File: src/sv/ylsd_pkg.sv
package ylsd_pkg;

  localparam int FRAC_BITS = 4;
  localparam int IN_W      = 48;
  localparam int OUT_W     = 72;
  localparam int CFG_IDX_W = 3;
  localparam int CFG_DAT_W = 16;
  localparam int OP_W      = 18;
  localparam int PROD_W    = 2 * OP_W;
  localparam int GAIN_W    = 33;
  localparam int GAIN_LO_W = 17;
  localparam int BOUND_W   = 23 + FRAC_BITS;
  localparam int CMP_W     = 48;
  localparam int SUM_W     = 50;

  typedef enum logic [CFG_IDX_W-1:0] {
    REG_DIFF_GAIN        = 3'd0,
    REG_SPEED_CUTOFF     = 3'd1,
    REG_SPEED_LIMIT      = 3'd2,
    REG_SPIN_THRESHOLD   = 3'd3,
    REG_SPIN_COUNT_LIMIT = 3'd4,
    REG_WINDOW_FRAMES    = 3'd5,
    REG_DISTANCE_GAIN    = 3'd6,
    REG_DISTANCE_OFFSET  = 3'd7
  } cfg_reg_t;

  typedef enum logic [2:0] {
    MUL_SPEED   = 3'd0,
    MUL_SCALED  = 3'd1,
    MUL_GAIN    = 3'd2,
    MUL_LEAD_LO = 3'd3,
    MUL_LEAD_HI = 3'd4
  } mul_sel_t;

  typedef struct packed {
    logic     load;
    logic     mul_en;
    mul_sel_t mul_sel;
    logic     upd_speed;
    logic     upd_spin;
    logic     upd_gain;
    logic     acc_lo;
    logic     out_load;
  } cmd_t;

  typedef struct packed {
    logic out_busy;
  } status_t;

endpackage

File: src/sv/ylsd_mul.sv
module ylsd_mul (
  input  logic                                  clk,
  input  logic                                  en,
  input  logic signed [ylsd_pkg::OP_W-1:0]      a,
  input  logic signed [ylsd_pkg::OP_W-1:0]      b,
  output logic signed [ylsd_pkg::PROD_W-1:0]    prod
);

  always_ff @(posedge clk) begin
    if (en) begin
      prod <= a * b;
    end
  end

endmodule

File: src/sv/ylsd_ctrl.sv
module ylsd_ctrl (
  input  logic              clk,
  input  logic              rst,
  input  logic              in_valid,
  output logic              in_ready,
  input  ylsd_pkg::status_t status,
  output ylsd_pkg::cmd_t    cmd
);

  typedef enum logic [7:0] {
    ST_IDLE     = 8'b0000_0001,
    ST_SPEED    = 8'b0000_0010,
    ST_SCALED   = 8'b0000_0100,
    ST_GAIN_MUL = 8'b0000_1000,
    ST_GAIN_ADD = 8'b0001_0000,
    ST_LEAD_LO  = 8'b0010_0000,
    ST_LEAD_HI  = 8'b0100_0000,
    ST_FINISH   = 8'b1000_0000
  } state_t;

  state_t state, state_next;

  always_ff @(posedge clk) begin
    if (rst) begin
      state <= ST_IDLE;
    end else begin
      state <= state_next;
    end
  end

  always_comb begin
    state_next  = state;
    in_ready    = 1'b0;
    cmd         = '0;
    cmd.mul_sel = ylsd_pkg::MUL_SPEED;
    case (state)
      ST_IDLE: begin
        in_ready = 1'b1;
        if (in_valid) begin
          cmd.load   = 1'b1;
          state_next = ST_SPEED;
        end
      end
      ST_SPEED: begin
        cmd.mul_en  = 1'b1;
        cmd.mul_sel = ylsd_pkg::MUL_SPEED;
        state_next  = ST_SCALED;
      end
      ST_SCALED: begin
        cmd.mul_en    = 1'b1;
        cmd.mul_sel   = ylsd_pkg::MUL_SCALED;
        cmd.upd_speed = 1'b1;
        state_next    = ST_GAIN_MUL;
      end
      ST_GAIN_MUL: begin
        cmd.mul_en   = 1'b1;
        cmd.mul_sel  = ylsd_pkg::MUL_GAIN;
        cmd.upd_spin = 1'b1;
        state_next   = ST_GAIN_ADD;
      end
      ST_GAIN_ADD: begin
        cmd.upd_gain = 1'b1;
        state_next   = ST_LEAD_LO;
      end
      ST_LEAD_LO: begin
        cmd.mul_en  = 1'b1;
        cmd.mul_sel = ylsd_pkg::MUL_LEAD_LO;
        state_next  = ST_LEAD_HI;
      end
      ST_LEAD_HI: begin
        cmd.mul_en  = 1'b1;
        cmd.mul_sel = ylsd_pkg::MUL_LEAD_HI;
        cmd.acc_lo  = 1'b1;
        state_next  = ST_FINISH;
      end
      ST_FINISH: begin
        if (!status.out_busy) begin
          cmd.out_load = 1'b1;
          state_next   = ST_IDLE;
        end
      end
      default: begin
        state_next = ST_IDLE;
      end
    endcase
  end

`ifndef ASSERT_OFF
  a_finish_holds: assert property (@(posedge clk) disable iff (rst)
    (state == ST_FINISH) && status.out_busy |=> state == ST_FINISH)
    else $error("result step left while output register full");

  a_load_starts: assert property (@(posedge clk) disable iff (rst)
    cmd.load |=> state == ST_SPEED && !in_ready)
    else $error("accepted transaction did not start processing");

  a_state_onehot: assert property (@(posedge clk) disable iff (rst)
    $onehot(state))
    else $error("controller state not one-hot");
`endif

endmodule

File: src/sv/ylsd_dp.sv
module ylsd_dp (
  input  logic                                   clk,
  input  logic                                   rst,
  input  ylsd_pkg::cmd_t                         cmd,
  output ylsd_pkg::status_t                      status,
  input  logic [ylsd_pkg::IN_W-1:0]              in_data,
  input  logic                                   cfg_we,
  input  logic [ylsd_pkg::CFG_IDX_W-1:0]         cfg_index,
  input  logic [ylsd_pkg::CFG_DAT_W-1:0]         cfg_data,
  output logic                                   out_valid,
  input  logic                                   out_ready,
  output logic [ylsd_pkg::OUT_W-1:0]             out_data
);

  localparam int F = ylsd_pkg::FRAC_BITS;

  logic [15:0] diff_gain, spin_threshold, distance_gain, distance_offset;
  logic [14:0] speed_cutoff, speed_limit;
  logic [7:0]  spin_count_limit;
  logic [9:0]  window_frames;

  logic signed [15:0] x_r, gyro_r, prev_x;
  logic [15:0]        dist_r;
  logic signed [16:0] d_r;

  logic signed [ylsd_pkg::OP_W-1:0]   mul_a, mul_b;
  logic signed [ylsd_pkg::PROD_W-1:0] prod, acc_r;

  logic signed [15:0]               speed_pre;
  logic [ylsd_pkg::GAIN_W-1:0]      gain_r;
  logic                             fwd_arm, rev_arm;
  logic [7:0]                       fwd_run, rev_run, fwd_lat, rev_lat;
  logic [9:0]                       phase;

  logic                             spinning;
  logic signed [15:0]               speed_fin;

  logic signed [15:0] out_target, out_speed, out_lead;
  logic               out_spin;
  logic [7:0]         out_fwd, out_rev;

  always_ff @(posedge clk) begin
    if (rst) begin
      diff_gain        <= 16'd18278;
      speed_cutoff     <= 15'd4800;
      speed_limit      <= 15'd640;
      spin_threshold   <= 16'd12800;
      spin_count_limit <= 8'd3;
      window_frames    <= 10'd160;
      distance_gain    <= 16'd2969;
      distance_offset  <= 16'd9830;
    end else if (cfg_we) begin
      case (ylsd_pkg::cfg_reg_t'(cfg_index))
        ylsd_pkg::REG_DIFF_GAIN:        diff_gain        <= cfg_data;
        ylsd_pkg::REG_SPEED_CUTOFF:     speed_cutoff     <= cfg_data[14:0];
        ylsd_pkg::REG_SPEED_LIMIT:      speed_limit      <= cfg_data[14:0];
        ylsd_pkg::REG_SPIN_THRESHOLD:   spin_threshold   <= cfg_data;
        ylsd_pkg::REG_SPIN_COUNT_LIMIT: spin_count_limit <= cfg_data[7:0];
        ylsd_pkg::REG_WINDOW_FRAMES:    window_frames    <= cfg_data[9:0];
        ylsd_pkg::REG_DISTANCE_GAIN:    distance_gain    <= cfg_data;
        ylsd_pkg::REG_DISTANCE_OFFSET:  distance_offset  <= cfg_data;
        default: ;
      endcase
    end
  end

  // capture the frame and its position difference
  always_ff @(posedge clk) begin
    if (cmd.load) begin
      x_r    <= $signed(in_data[15:0]);
      dist_r <= in_data[31:16];
      gyro_r <= $signed(in_data[47:32]);
      d_r    <= $signed({in_data[15], in_data[15:0]}) - $signed({prev_x[15], prev_x});
    end
  end

  always_ff @(posedge clk) begin
    if (rst) begin
      prev_x <= '0;
    end else if (cmd.load) begin
      prev_x <= $signed(in_data[15:0]);
    end
  end

  always_comb begin
    spinning  = (fwd_lat >= spin_count_limit) || (rev_lat >= spin_count_limit);
    speed_fin = spinning ? 16'sd0 : speed_pre;
  end

  always_comb begin
    mul_a = '0;
    mul_b = '0;
    case (cmd.mul_sel)
      ylsd_pkg::MUL_SPEED: begin
        mul_a = {d_r[16], d_r};
        mul_b = $signed({2'b00, diff_gain});
      end
      ylsd_pkg::MUL_SCALED: begin
        mul_a = {d_r[16], d_r};
        mul_b = $signed({2'b00, dist_r});
      end
      ylsd_pkg::MUL_GAIN: begin
        mul_a = $signed({2'b00, dist_r});
        mul_b = $signed({2'b00, distance_gain});
      end
      ylsd_pkg::MUL_LEAD_LO: begin
        mul_a = {{2{speed_fin[15]}}, speed_fin};
        mul_b = $signed({1'b0, gain_r[ylsd_pkg::GAIN_LO_W-1:0]});
      end
      ylsd_pkg::MUL_LEAD_HI: begin
        mul_a = {{2{speed_fin[15]}}, speed_fin};
        mul_b = $signed({2'b00, gain_r[ylsd_pkg::GAIN_W-1:ylsd_pkg::GAIN_LO_W]});
      end
      default: ;
    endcase
  end

  ylsd_mul u_mul (
    .clk  (clk),
    .en   (cmd.mul_en),
    .a    (mul_a),
    .b    (mul_b),
    .prod (prod)
  );

  // speed: round, subtract gyro, cutoff, clamp
  logic signed [ylsd_pkg::PROD_W-1:0] rnd;
  logic signed [22:0]                 speed_raw, cut, lim, speed_cl;

  always_comb begin
    rnd       = (prod + ylsd_pkg::PROD_W'(2048)) >>> 12;
    speed_raw = rnd[22:0] - {{7{gyro_r[15]}}, gyro_r};
    cut       = $signed({8'b0, speed_cutoff});
    lim       = $signed({8'b0, speed_limit});
    speed_cl  = speed_raw;
    if (speed_raw > cut || speed_raw < -cut) begin
      speed_cl = '0;
    end
    if (speed_cl > lim) begin
      speed_cl = lim;
    end else if (speed_cl < -lim) begin
      speed_cl = -lim;
    end
  end

  always_ff @(posedge clk) begin
    if (cmd.upd_speed) begin
      speed_pre <= speed_cl[15:0];
    end
  end

  // reversal detection and window latching
  logic signed [ylsd_pkg::CMP_W-1:0] scaled, bound;
  logic [ylsd_pkg::BOUND_W-1:0]      bound_u;
  logic [10:0]                       win, phase_inc;
  logic                              fwd_arm_next, rev_arm_next;
  logic [7:0]                        fwd_run_next, rev_run_next, fwd_lat_next, rev_lat_next;
  logic [9:0]                        phase_next;

  always_comb begin
    scaled = (dist_r != 16'd0) ? ylsd_pkg::CMP_W'(prod) : '0;
    bound_u = ((ylsd_pkg::BOUND_W'(spin_threshold) << 6)
             + (ylsd_pkg::BOUND_W'(spin_threshold) << 5)
             + (ylsd_pkg::BOUND_W'(spin_threshold) << 2)) << F;
    bound  = $signed(ylsd_pkg::CMP_W'(bound_u));

    rev_arm_next = rev_arm;
    rev_run_next = rev_run;
    fwd_arm_next = fwd_arm;
    fwd_run_next = fwd_run;
    if (scaled < -bound) begin
      rev_arm_next = 1'b1;
    end
    if (rev_arm_next && scaled >= 0) begin
      rev_arm_next = 1'b0;
      rev_run_next = (rev_run == 8'd255) ? rev_run : rev_run + 8'd1;
    end
    if (scaled > bound) begin
      fwd_arm_next = 1'b1;
    end
    if (fwd_arm_next && scaled <= 0) begin
      fwd_arm_next = 1'b0;
      fwd_run_next = (fwd_run == 8'd255) ? fwd_run : fwd_run + 8'd1;
    end

    fwd_lat_next = fwd_lat;
    rev_lat_next = rev_lat;
    if (phase == 10'd0) begin
      fwd_lat_next = fwd_run_next;
      rev_lat_next = rev_run_next;
      fwd_run_next = '0;
      rev_run_next = '0;
    end

    win        = (window_frames == 10'd0) ? 11'd1 : {1'b0, window_frames};
    phase_inc  = {1'b0, phase} + 11'd1;
    phase_next = (phase_inc >= win) ? 10'd0 : phase_inc[9:0];
  end

  always_ff @(posedge clk) begin
    if (rst) begin
      fwd_arm <= 1'b0;
      rev_arm <= 1'b0;
      fwd_run <= '0;
      rev_run <= '0;
      fwd_lat <= '0;
      rev_lat <= '0;
      phase   <= '0;
    end else if (cmd.upd_spin) begin
      fwd_arm <= fwd_arm_next;
      rev_arm <= rev_arm_next;
      fwd_run <= fwd_run_next;
      rev_run <= rev_run_next;
      fwd_lat <= fwd_lat_next;
      rev_lat <= rev_lat_next;
      phase   <= phase_next;
    end
  end

  // lead gain and two-part product
  always_ff @(posedge clk) begin
    if (cmd.upd_gain) begin
      gain_r <= ylsd_pkg::GAIN_W'(prod[31:0])
              + (ylsd_pkg::GAIN_W'(distance_offset) << (4 + F));
    end
    if (cmd.acc_lo) begin
      acc_r <= prod;
    end
  end

  logic signed [ylsd_pkg::SUM_W-1:0] total, lead_full, target_full;
  logic signed [15:0]                lead_sat, target_sat;

  function automatic logic signed [15:0] sat16(input logic signed [ylsd_pkg::SUM_W-1:0] v);
    logic signed [15:0] r;
    if (v > ylsd_pkg::SUM_W'(32767)) begin
      r = 16'sh7FFF;
    end else if (v < -ylsd_pkg::SUM_W'(32768)) begin
      r = 16'sh8000;
    end else begin
      r = v[15:0];
    end
    return r;
  endfunction

  always_comb begin
    total       = ylsd_pkg::SUM_W'(acc_r)
                + (ylsd_pkg::SUM_W'(prod) <<< ylsd_pkg::GAIN_LO_W);
    lead_full   = (total + (ylsd_pkg::SUM_W'(1) <<< (15 + F))) >>> (16 + F);
    target_full = ylsd_pkg::SUM_W'(x_r) + lead_full;
    lead_sat    = sat16(lead_full);
    target_sat  = sat16(target_full);
  end

  assign status.out_busy = out_valid && !out_ready;

  always_ff @(posedge clk) begin
    if (rst) begin
      out_valid <= 1'b0;
    end else if (cmd.out_load) begin
      out_valid <= 1'b1;
    end else if (out_ready) begin
      out_valid <= 1'b0;
    end
  end

  always_ff @(posedge clk) begin
    if (cmd.out_load) begin
      out_target <= target_sat;
      out_speed  <= speed_fin;
      out_lead   <= lead_sat;
      out_spin   <= spinning;
      out_fwd    <= fwd_lat;
      out_rev    <= rev_lat;
    end
  end

  assign out_data = {7'b0, out_rev, out_fwd, out_spin, out_lead, out_speed, out_target};

`ifndef ASSERT_OFF
  a_no_overwrite: assert property (@(posedge clk) disable iff (rst)
    cmd.out_load |-> !(out_valid && !out_ready))
    else $error("output register loaded while a result is still held");

  a_spin_cancels: assert property (@(posedge clk) disable iff (rst)
    out_valid && out_spin |-> out_speed == 16'sd0)
    else $error("spinning result carries non-zero speed");

  a_window_clears: assert property (@(posedge clk) disable iff (rst)
    cmd.upd_spin && phase == 10'd0 |=> fwd_run == 8'd0 && rev_run == 8'd0)
    else $error("running counts not cleared at window latch");
`endif

endmodule

File: src/sv/yaw_lead_with_spin_detection_core.sv
// channel   direction  handshake                      payload
// s_axis    in         s_axis_tvalid / s_axis_tready  target_x, target_distance, gyro_yaw_rate
// m_axis    out        m_axis_tvalid / m_axis_tready  yaw_target .. reverse_spins
// cfg       in         cfg_valid / cfg_ready          cfg_index, cfg_data
//
// A frame steps through speed, scaled, gain multiply, gain add, lead low, lead high and
// finish between acceptance and the output register: five products share one registered
// 18x18 multiplier, the lead product being split in two halves.
// A new transaction is taken once the previous one has reached the output register;
// the next frame holds in its last step while that result waits for m_axis_tready.
// rst is synchronous and clears all history; cfg_ready is always high, write only
// while no frame is in flight.
module yaw_lead_with_spin_detection_core (
  input  logic                                clk,
  input  logic                                rst,
  input  logic                                s_axis_tvalid,
  output logic                                s_axis_tready,
  // [15:0] target_x, [31:16] target_distance, [47:32] gyro_yaw_rate
  input  logic [ylsd_pkg::IN_W-1:0]           s_axis_tdata,
  output logic                                m_axis_tvalid,
  input  logic                                m_axis_tready,
  // [15:0] yaw_target, [31:16] relative_speed, [47:32] lead_offset,
  // [48] spin_active, [56:49] forward_spins, [64:57] reverse_spins, [71:65] zero
  output logic [ylsd_pkg::OUT_W-1:0]          m_axis_tdata,
  input  logic                                cfg_valid,
  output logic                                cfg_ready,
  input  logic [ylsd_pkg::CFG_IDX_W-1:0]      cfg_index,
  input  logic [ylsd_pkg::CFG_DAT_W-1:0]      cfg_data
);

  ylsd_pkg::cmd_t    cmd;
  ylsd_pkg::status_t status;

  assign cfg_ready = 1'b1;

  ylsd_ctrl u_ctrl (
    .clk      (clk),
    .rst      (rst),
    .in_valid (s_axis_tvalid),
    .in_ready (s_axis_tready),
    .status   (status),
    .cmd      (cmd)
  );

  ylsd_dp u_dp (
    .clk       (clk),
    .rst       (rst),
    .cmd       (cmd),
    .status    (status),
    .in_data   (s_axis_tdata),
    .cfg_we    (cfg_valid && cfg_ready),
    .cfg_index (cfg_index),
    .cfg_data  (cfg_data),
    .out_valid (m_axis_tvalid),
    .out_ready (m_axis_tready),
    .out_data  (m_axis_tdata)
  );

endmodule
File: config.mk
export PLATFORM = sky130hd
export DESIGN_NAME = yaw_lead_with_spin_detection_core
export DESIGN_NICKNAME = d
export VERILOG_FILES = /design/src/sv/ylsd_pkg.sv /design/src/sv/ylsd_mul.sv /design/src/sv/ylsd_ctrl.sv /design/src/sv/ylsd_dp.sv /design/src/sv/yaw_lead_with_spin_detection_core.sv
export SDC_FILE = /design/constraint.sdc
export NUM_CORES = 2
export LEC_CHECK = 0
export ABC_AREA = 1
export BUFFER_PORTS_ARGS = -buffer_cell sky130_fd_sc_hd__buf_2
export CORE_ASPECT_RATIO = 1.25
export CORE_MARGIN = 4
export CORE_UTILIZATION = 56
export DETAILED_ROUTE_END_ITERATION = 8
export PLACE_DENSITY = 0.73
export SETUP_SLACK_MARGIN = 0.4
export SYNTH_ARGS = -nofsm -noshare
export SYNTH_HDL_FRONTEND = slang
export SYNTH_SLANG_ARGS = --single-unit
File: constraint.sdc
create_clock -name clk -period 20.6 [get_ports clk]
set_input_delay 1.03 -clock clk [delete_from_list [all_inputs] [get_ports clk]]
set_output_delay 1.03 -clock clk [all_outputs]
set_load 0.05 [all_outputs]
### Yosys cells after proc, flatten, opt, wreduce, memory -nomap -nowiden

Cells that the tools add are included.
Widths: inputs -> output; s select.

* input bits: 72
* logic and storage cells: 147
* register bits after elaboration: 432

* add/sub/neg operators: 15
* reductions and logical operators: 24
* $mul: 1
* eq/ne operators: 23
* order comparisons: 15
* multiplexer cells: 36

Operators with widths (count)
* $pmux 17 s5: 1
* $mux 16: 4
* $mux 8: 8
* $pmux 8 s8: 1
* $pmux 18 s3: 1
* $add 36x50->50: 1
* $add 50x21->50 const B: 1
* $gt 50x16->1 const B: 1
* $lt 50x16->1 const B: 1
* $ge 48x1->1 const B: 1
* $gt 48x28->1: 1
* $le 48x1->1 const B: 1
* $lt 48x48->1: 1
* $mux 48: 1
* $neg 27->48: 1
* $gt 23x16->1: 2
* $lt 23x23->1: 2
* $neg 15->23: 2
* $mul 18x18->36: 1
* $add 35x13->35 const B: 1
* $add 32x24->33: 1
* $add 16x30->31: 1
* $gt 30x16->1 const B: 1
* $lt 30x16->1 const B: 1
* other kinds (34): 77

### Depth between registers and ports, before layout

* word-level depth: 8
* mapped depth: 52
* gate-level depth less buffers: 51

### Cells and area by module

From an unflattened synthesis, not the netlist that was laid out.

* cells, all modules: 5694
* area total of the unflattened synthesis: 43678.1 um^2

By module, submodules not included
* ylsd_dp: cells an instance 3761, instances 1, area an instance 28621.2 um^2, sequential area each 9409.0 um^2
* ylsd_mul: cells an instance 1845, instances 1, area an instance 14463.9 um^2, sequential area each 1081.0 um^2
* ylsd_ctrl: cells an instance 86, instances 1, area an instance 581.8 um^2, sequential area each 160.2 um^2
* yaw_lead_with_spin_detection_core: cells an instance 2, instances 1, area an instance 11.3 um^2, sequential area each 0.0 um^2

### Worst setup path after synthesis

OpenSTA, ideal clock, no wires.

* path kind: flip-flop to flip-flop
* start: register u_ctrl.state[4]
* end: register u_dp.u_mul.prod[33] in the netlist's numbering (data pin)
* data arrival time: 7162 ps
* path slack: 13178 ps
* buffers on the path: 1
* stages on the path, launching flop included: 31
* library setup time: 260 ps
* data required time: 20340 ps
* cell sequence: dfxtp_1 -> nor2_1 -> inv_2 -> nor2_2 -> nand4_1 -> clkinv_1 -> clkbuf_1 -> a221oi_1 -> nand2_1 -> inv_2 -> nor2_1 -> fa_1 -> inv_1 -> fa_1 -> inv_1 -> fa_1 -> fa_1 -> fa_1 -> inv_1 -> fa_1 -> inv_1 -> ha_1 -> a21oi_1 -> nor2_1 -> a211oi_1 -> nand2_1 -> nand3_1 -> nand2_1 -> nand2_1 -> nand2_1 -> xor2_1

* cells in the longest elaborated chain, start to end: 6
* elaborated cells on any way between the ends: 16
* those cells by class: mul: 1; eq/ne: 9; mux: 3; reduce/logical: 3

RTL lines
* start: declaration: line ylsd_ctrl.sv:21 `state_t state, state_next;`
* start signal: assignment: line ylsd_ctrl.sv:27 `state <= state_next;`
* $eq 8x7->1 (tied with other cells): line ylsd_ctrl.sv:36 `case (state)`
* $pmux 4 s5 *: line ylsd_ctrl.sv:36
* $eq 3x2->1 (tied with other cells): line ylsd_dp.sv:93 `case (cmd.mul_sel)`
* $reduce_or 2->1 (no line)
* $pmux 18 s3: line ylsd_dp.sv:93
* $mul 18x18->36 *: line ylsd_mul.sv:11 `prod <= a * b;`
* end signal: assignment: line ylsd_mul.sv:11
* end: declaration: line ylsd_mul.sv:6 `output logic signed [ylsd_pkg::PROD_W-1:0] prod`

Mark *: on every way between the ends. The rest lies on a longest branch, timed or not.
A chain may end at the register's enable or synchronous reset.

### Worst setup path after layout

* start: register u_dp.spin_count_limit[3]
* end: register u_dp.u_mul.prod[32] in the netlist's numbering (data pin)

* cells in the longest elaborated chain, start to end: 5
* elaborated cells on any way between the ends: 6
* those cells by class: mul: 1; order compare: 2; mux: 2; reduce/logical: 1

RTL lines
* start: declaration: line ylsd_dp.sv:19 `logic [7:0] spin_count_limit;`
* start signal: assignment: line ylsd_dp.sv:58 `ylsd_pkg::REG_SPIN_COUNT_LIMIT: spin_count_limit <= cfg_data[7:0];`
* $ge 8x8->1: line ylsd_dp.sv:86 `spinning = (fwd_lat >= spin_count_limit) || (rev_lat >= spin_count_limit);`
* $logic_or 1x1->1 *: line ylsd_dp.sv:86
* $mux 16 *: line ylsd_dp.sv:87 `speed_fin = spinning ? 16'sd0 : speed_pre;`
* named net u_dp.speed_fin[15]: line ylsd_dp.sv:36 `logic signed [15:0] speed_fin;`
* $pmux 18 s3 *: line ylsd_dp.sv:93
* $mul 18x18->36 *: line ylsd_mul.sv:11

Mark *: on every way through the listed nets, which the timed path passes. The rest lies on a longest branch.

==> flow_summary.toml <==
[sta]
slew_headroom_pct = 23.5
fmax_mhz = 108
worst_pin_slew_ps = 1140
setup_tns_ps = 0
slew_violations = 0
timing.final.crit_period_ps = 9300
grt_setup_unrepaired = "no"
post-route-period-util_pct = 45.1
setup_viol = 0
fin_skew_ps = 35.0
hold_viol = 0

[detailed_routing]
wl_um = 127000
drc = 0
dr_total_vias = 36232
drt-wirelength-per-cell_um = 19.7
ant_nets = 0
drtPass1Iterations = 6
via_per_inst = 5.62
drt_iter0_drc = 2873

[setup_path]
critPathCaptureType = "flip-flop"
cpMaxStageDelayCell = "clkinv_1"
start_kind = "flip-flop"
cp.required_ps = 20940
cp_num_buf_inv = 8
path_max_fanout = 18
critPathArrivalTime_ps = 9640
cp_num_cells = 35
cp_common_cell = "nand2_1"
critPathTopFamily = "adder cells"
max_stage_delay_ps = 640
r2r_start = "u_dp.spin_count_limit[3]$_SDFFE_PP0P_"
reg2reg_slack_ps = 11300
rr_worst_depth = 35
rr_endpoint = "u_dp.u_mul.prod[32]$_DFFE_PN_"
critical_path_class = "reg -> reg"

[cts]
cts_root_buf = "clkbuf_16"
ctsResizeCount = 0
clock-sinks = 415
tritoncts = "built"
clock_latency_ps = 620
clk_transition_reported_paths_ps = 60
cts_max_level = 2
cts_made_buffers = 44
ctsLongestPathBuffers = 3
postCtsHoldBufs = 0
cts_setup_buffers = 0

[die]
dieWidth_um = 251
core_um2 = 73200
fp-row-count = 111
ios = 147
initial_core_util_pct = 56.3
die-area_um2 = 78100
dieHeight_um = 311

[logic_synthesis]
synth_seq_area_share_pct = 25.8
ys_ff_latch = 415
synth-edff-count = 234
yosysUniqueCellTypes = 61
syn_inst = 5349
synth_warnings = 0
syn_area_um2 = 41200
avgSynthCellArea_um2 = 7.71
synth_top_flop_cell = "edfxtp_1"
async_reset_ff_share_pct = 0

[final_layout]
nets = 6258
mostFrequentLayoutCells = "nand2_1, inv_1, nor2_1"
design_area_um2 = 44500
drive_gt1_share_pct = 5.44
area_growth_pct = 7.79
final_cells = 6442
finalCoreUtilization_pct = 60.7
final_common_cell = "nand2_1"

[worst_hold_path]
hold_start = "u_dp.fwd_lat[1]$_SDFFE_PP0P_"
hp-class = "reg -> reg"
min_to = "u_dp.out_fwd[1]$_DFFE_PP_"
whs_path_depth = 0

[placed_design]
place_inst = 6358
io_buffers = 138
place_area_um2 = 42800
gp_congestion = 1.05
dp_hpwl_um = 102000

[grt]
antenna_found_initial = 4
grt_pass1_vias = 35787
grt_pass1_wl_um = 197000
grt_max_degree = 84
track_usage_pct = 31.9
grt-ovfl-total = 0

[flow_run]
timing.max_cap.violations = 0

[outcome]
status = "completed"
worst max-delay path by stage:
stage / startpoint / endpoint
finish: u_dp.spin_count_limit[3]$_SDFFE_PP0P_ / u_dp.u_mul.prod[32]$_DFFE_PN_
detailed placement: u_dp.spin_count_limit[1]$_SDFFE_PP1P_ / u_dp.u_mul.prod[32]$_DFFE_PN_
global placement: u_dp.spin_count_limit[1]$_SDFFE_PP1P_ / u_dp.u_mul.prod[32]$_DFFE_PN_
CTS: u_dp.spin_count_limit[1]$_SDFFE_PP1P_ / u_dp.u_mul.prod[32]$_DFFE_PN_
global route: u_dp.spin_count_limit[1]$_SDFFE_PP1P_ / u_dp.u_mul.prod[32]$_DFFE_PN_
floorplan: u_ctrl.state[4]$_SDFFE_PP0P_ / u_dp.u_mul.prod[33]$_DFFE_PN_
Yosys cell counts (all sizes together) (2+ instances only):
| master | count | area [µm²] |
|---|---|---|
| a21boi | 4 | 30.0 |
| nand3b | 16 | 120 |
| o2111ai | 4 | 35.0 |
| clkbuf | 56 | 210 |
| nor2 | 643 | 2430 |
| nor3 | 65 | 347 |
| buf | 57 | 305 |
| a211oi | 7 | 52.6 |
| o31ai | 6 | 45.0 |
| o311ai | 2 | 17.5 |
| a22oi | 16 | 120 |
| nor3b | 4 | 30.0 |
| nand2 | 1157 | 4350 |
| or2 | 8 | 50.1 |
| fa | 317 | 6350 |
| or4 | 2 | 15.0 |
| xnor2 | 36 | 315 |
| a22o | 16 | 140 |
| dfxtp | 181 | 3620 |
| inv | 942 | 3540 |
| conb | 2 | 7.51 |
| o211ai | 18 | 135 |
| edfxtp | 234 | 7030 |
| o21ai | 223 | 1130 |
| clkinv | 4 | 15.0 |
| nand3 | 219 | 1100 |
| ha | 425 | 5320 |
| a21oi | 363 | 1820 |
| and3 | 4 | 25.0 |
| o221ai | 3 | 26.3 |
| nor4 | 10 | 83.8 |
| a221oi | 18 | 158 |
| o21a | 12 | 90.1 |
| xor2 | 155 | 1370 |
| o21bai | 21 | 158 |
| a31o | 3 | 26.3 |
| a21o | 7 | 52.6 |
| a31oi | 6 | 37.5 |
| nand4 | 77 | 488 |
flip-flops by register name (all words and copies together) (netlist names), 17 cells and up:
name             flops
u_dp.gain_r         33
u_dp.acc_r          19
u_dp.d_r            17
u_dp.u_mul.prod     36
metal layers:
metal | track usage, % | share of wire (%) | vias up
met3 | 5.47 | 8.3 | 399
met1 | 39.7 | 38 | 16977
met5 | 0 | 0 | -
met2 | 52.5 | 46 | 1507
li1 | - | - | 17349
met4 | 18.3 | 7.1 | 0
cells by family (layout without fill, tap and decap cells):
kind of cell / count (synthesis) / in the layout / synth area share, %
buffers and inverters: 1059 / 1184 / 9.86
AO/OA/AOI/OAI: 733 / 733 / 9.97
flip-flops: 415 / 415 / 25.8
other: 2 / 10 / 0.0182
AND/OR/NAND/NOR: 2206 / 2206 / 21.9
XOR/XNOR: 192 / 192 / 4.13
adder cells (fa/ha/maj): 742 / 742 / 28.3
stage by stage:
| stage | hold WS, ps | setup slack [ps] |
|---|---|---|
| floorplan | 424 | 13180 |
| global placement | 437 | 11350 |
| detailed placement | 443 | 11250 |
| CTS | 457 | 11230 |
| global route | 475 | 10390 |
| finish | 459 | 11300 |
area by class of cell:
| type | count | area (µm²) |
|---|---|---|
| clock buffers | 51 | 1170 |
| multi-input cells | 3881 | 26600 |
| flip-flops and latches | 415 | 10700 |
| diodes | 2 | 5.00 |
| well taps | 960 | 1200 |
| inverters | 946 | 3550 |
| fillers | 6657 | 28700 |
| clock inverters | 31 | 474 |
| repair buffers | 156 | 826 |
worst register-to-register path: cells and delay by family, from the launching register on:
kind / cells / cell delay (ps)
adder cells (fa/ha/maj): 8 / 3690
AND/OR/NAND/NOR: 15 / 2670
buffers and inverters: 8 / 1940
AO/OA/AOI/OAI: 3 / 360
flip-flops: 1 / 310
XOR/XNOR: 1 / 60
Power is left out: the tool's default activity adds up to more than one toggle a clock period on the data nets, which glitch-free logic cannot reach.
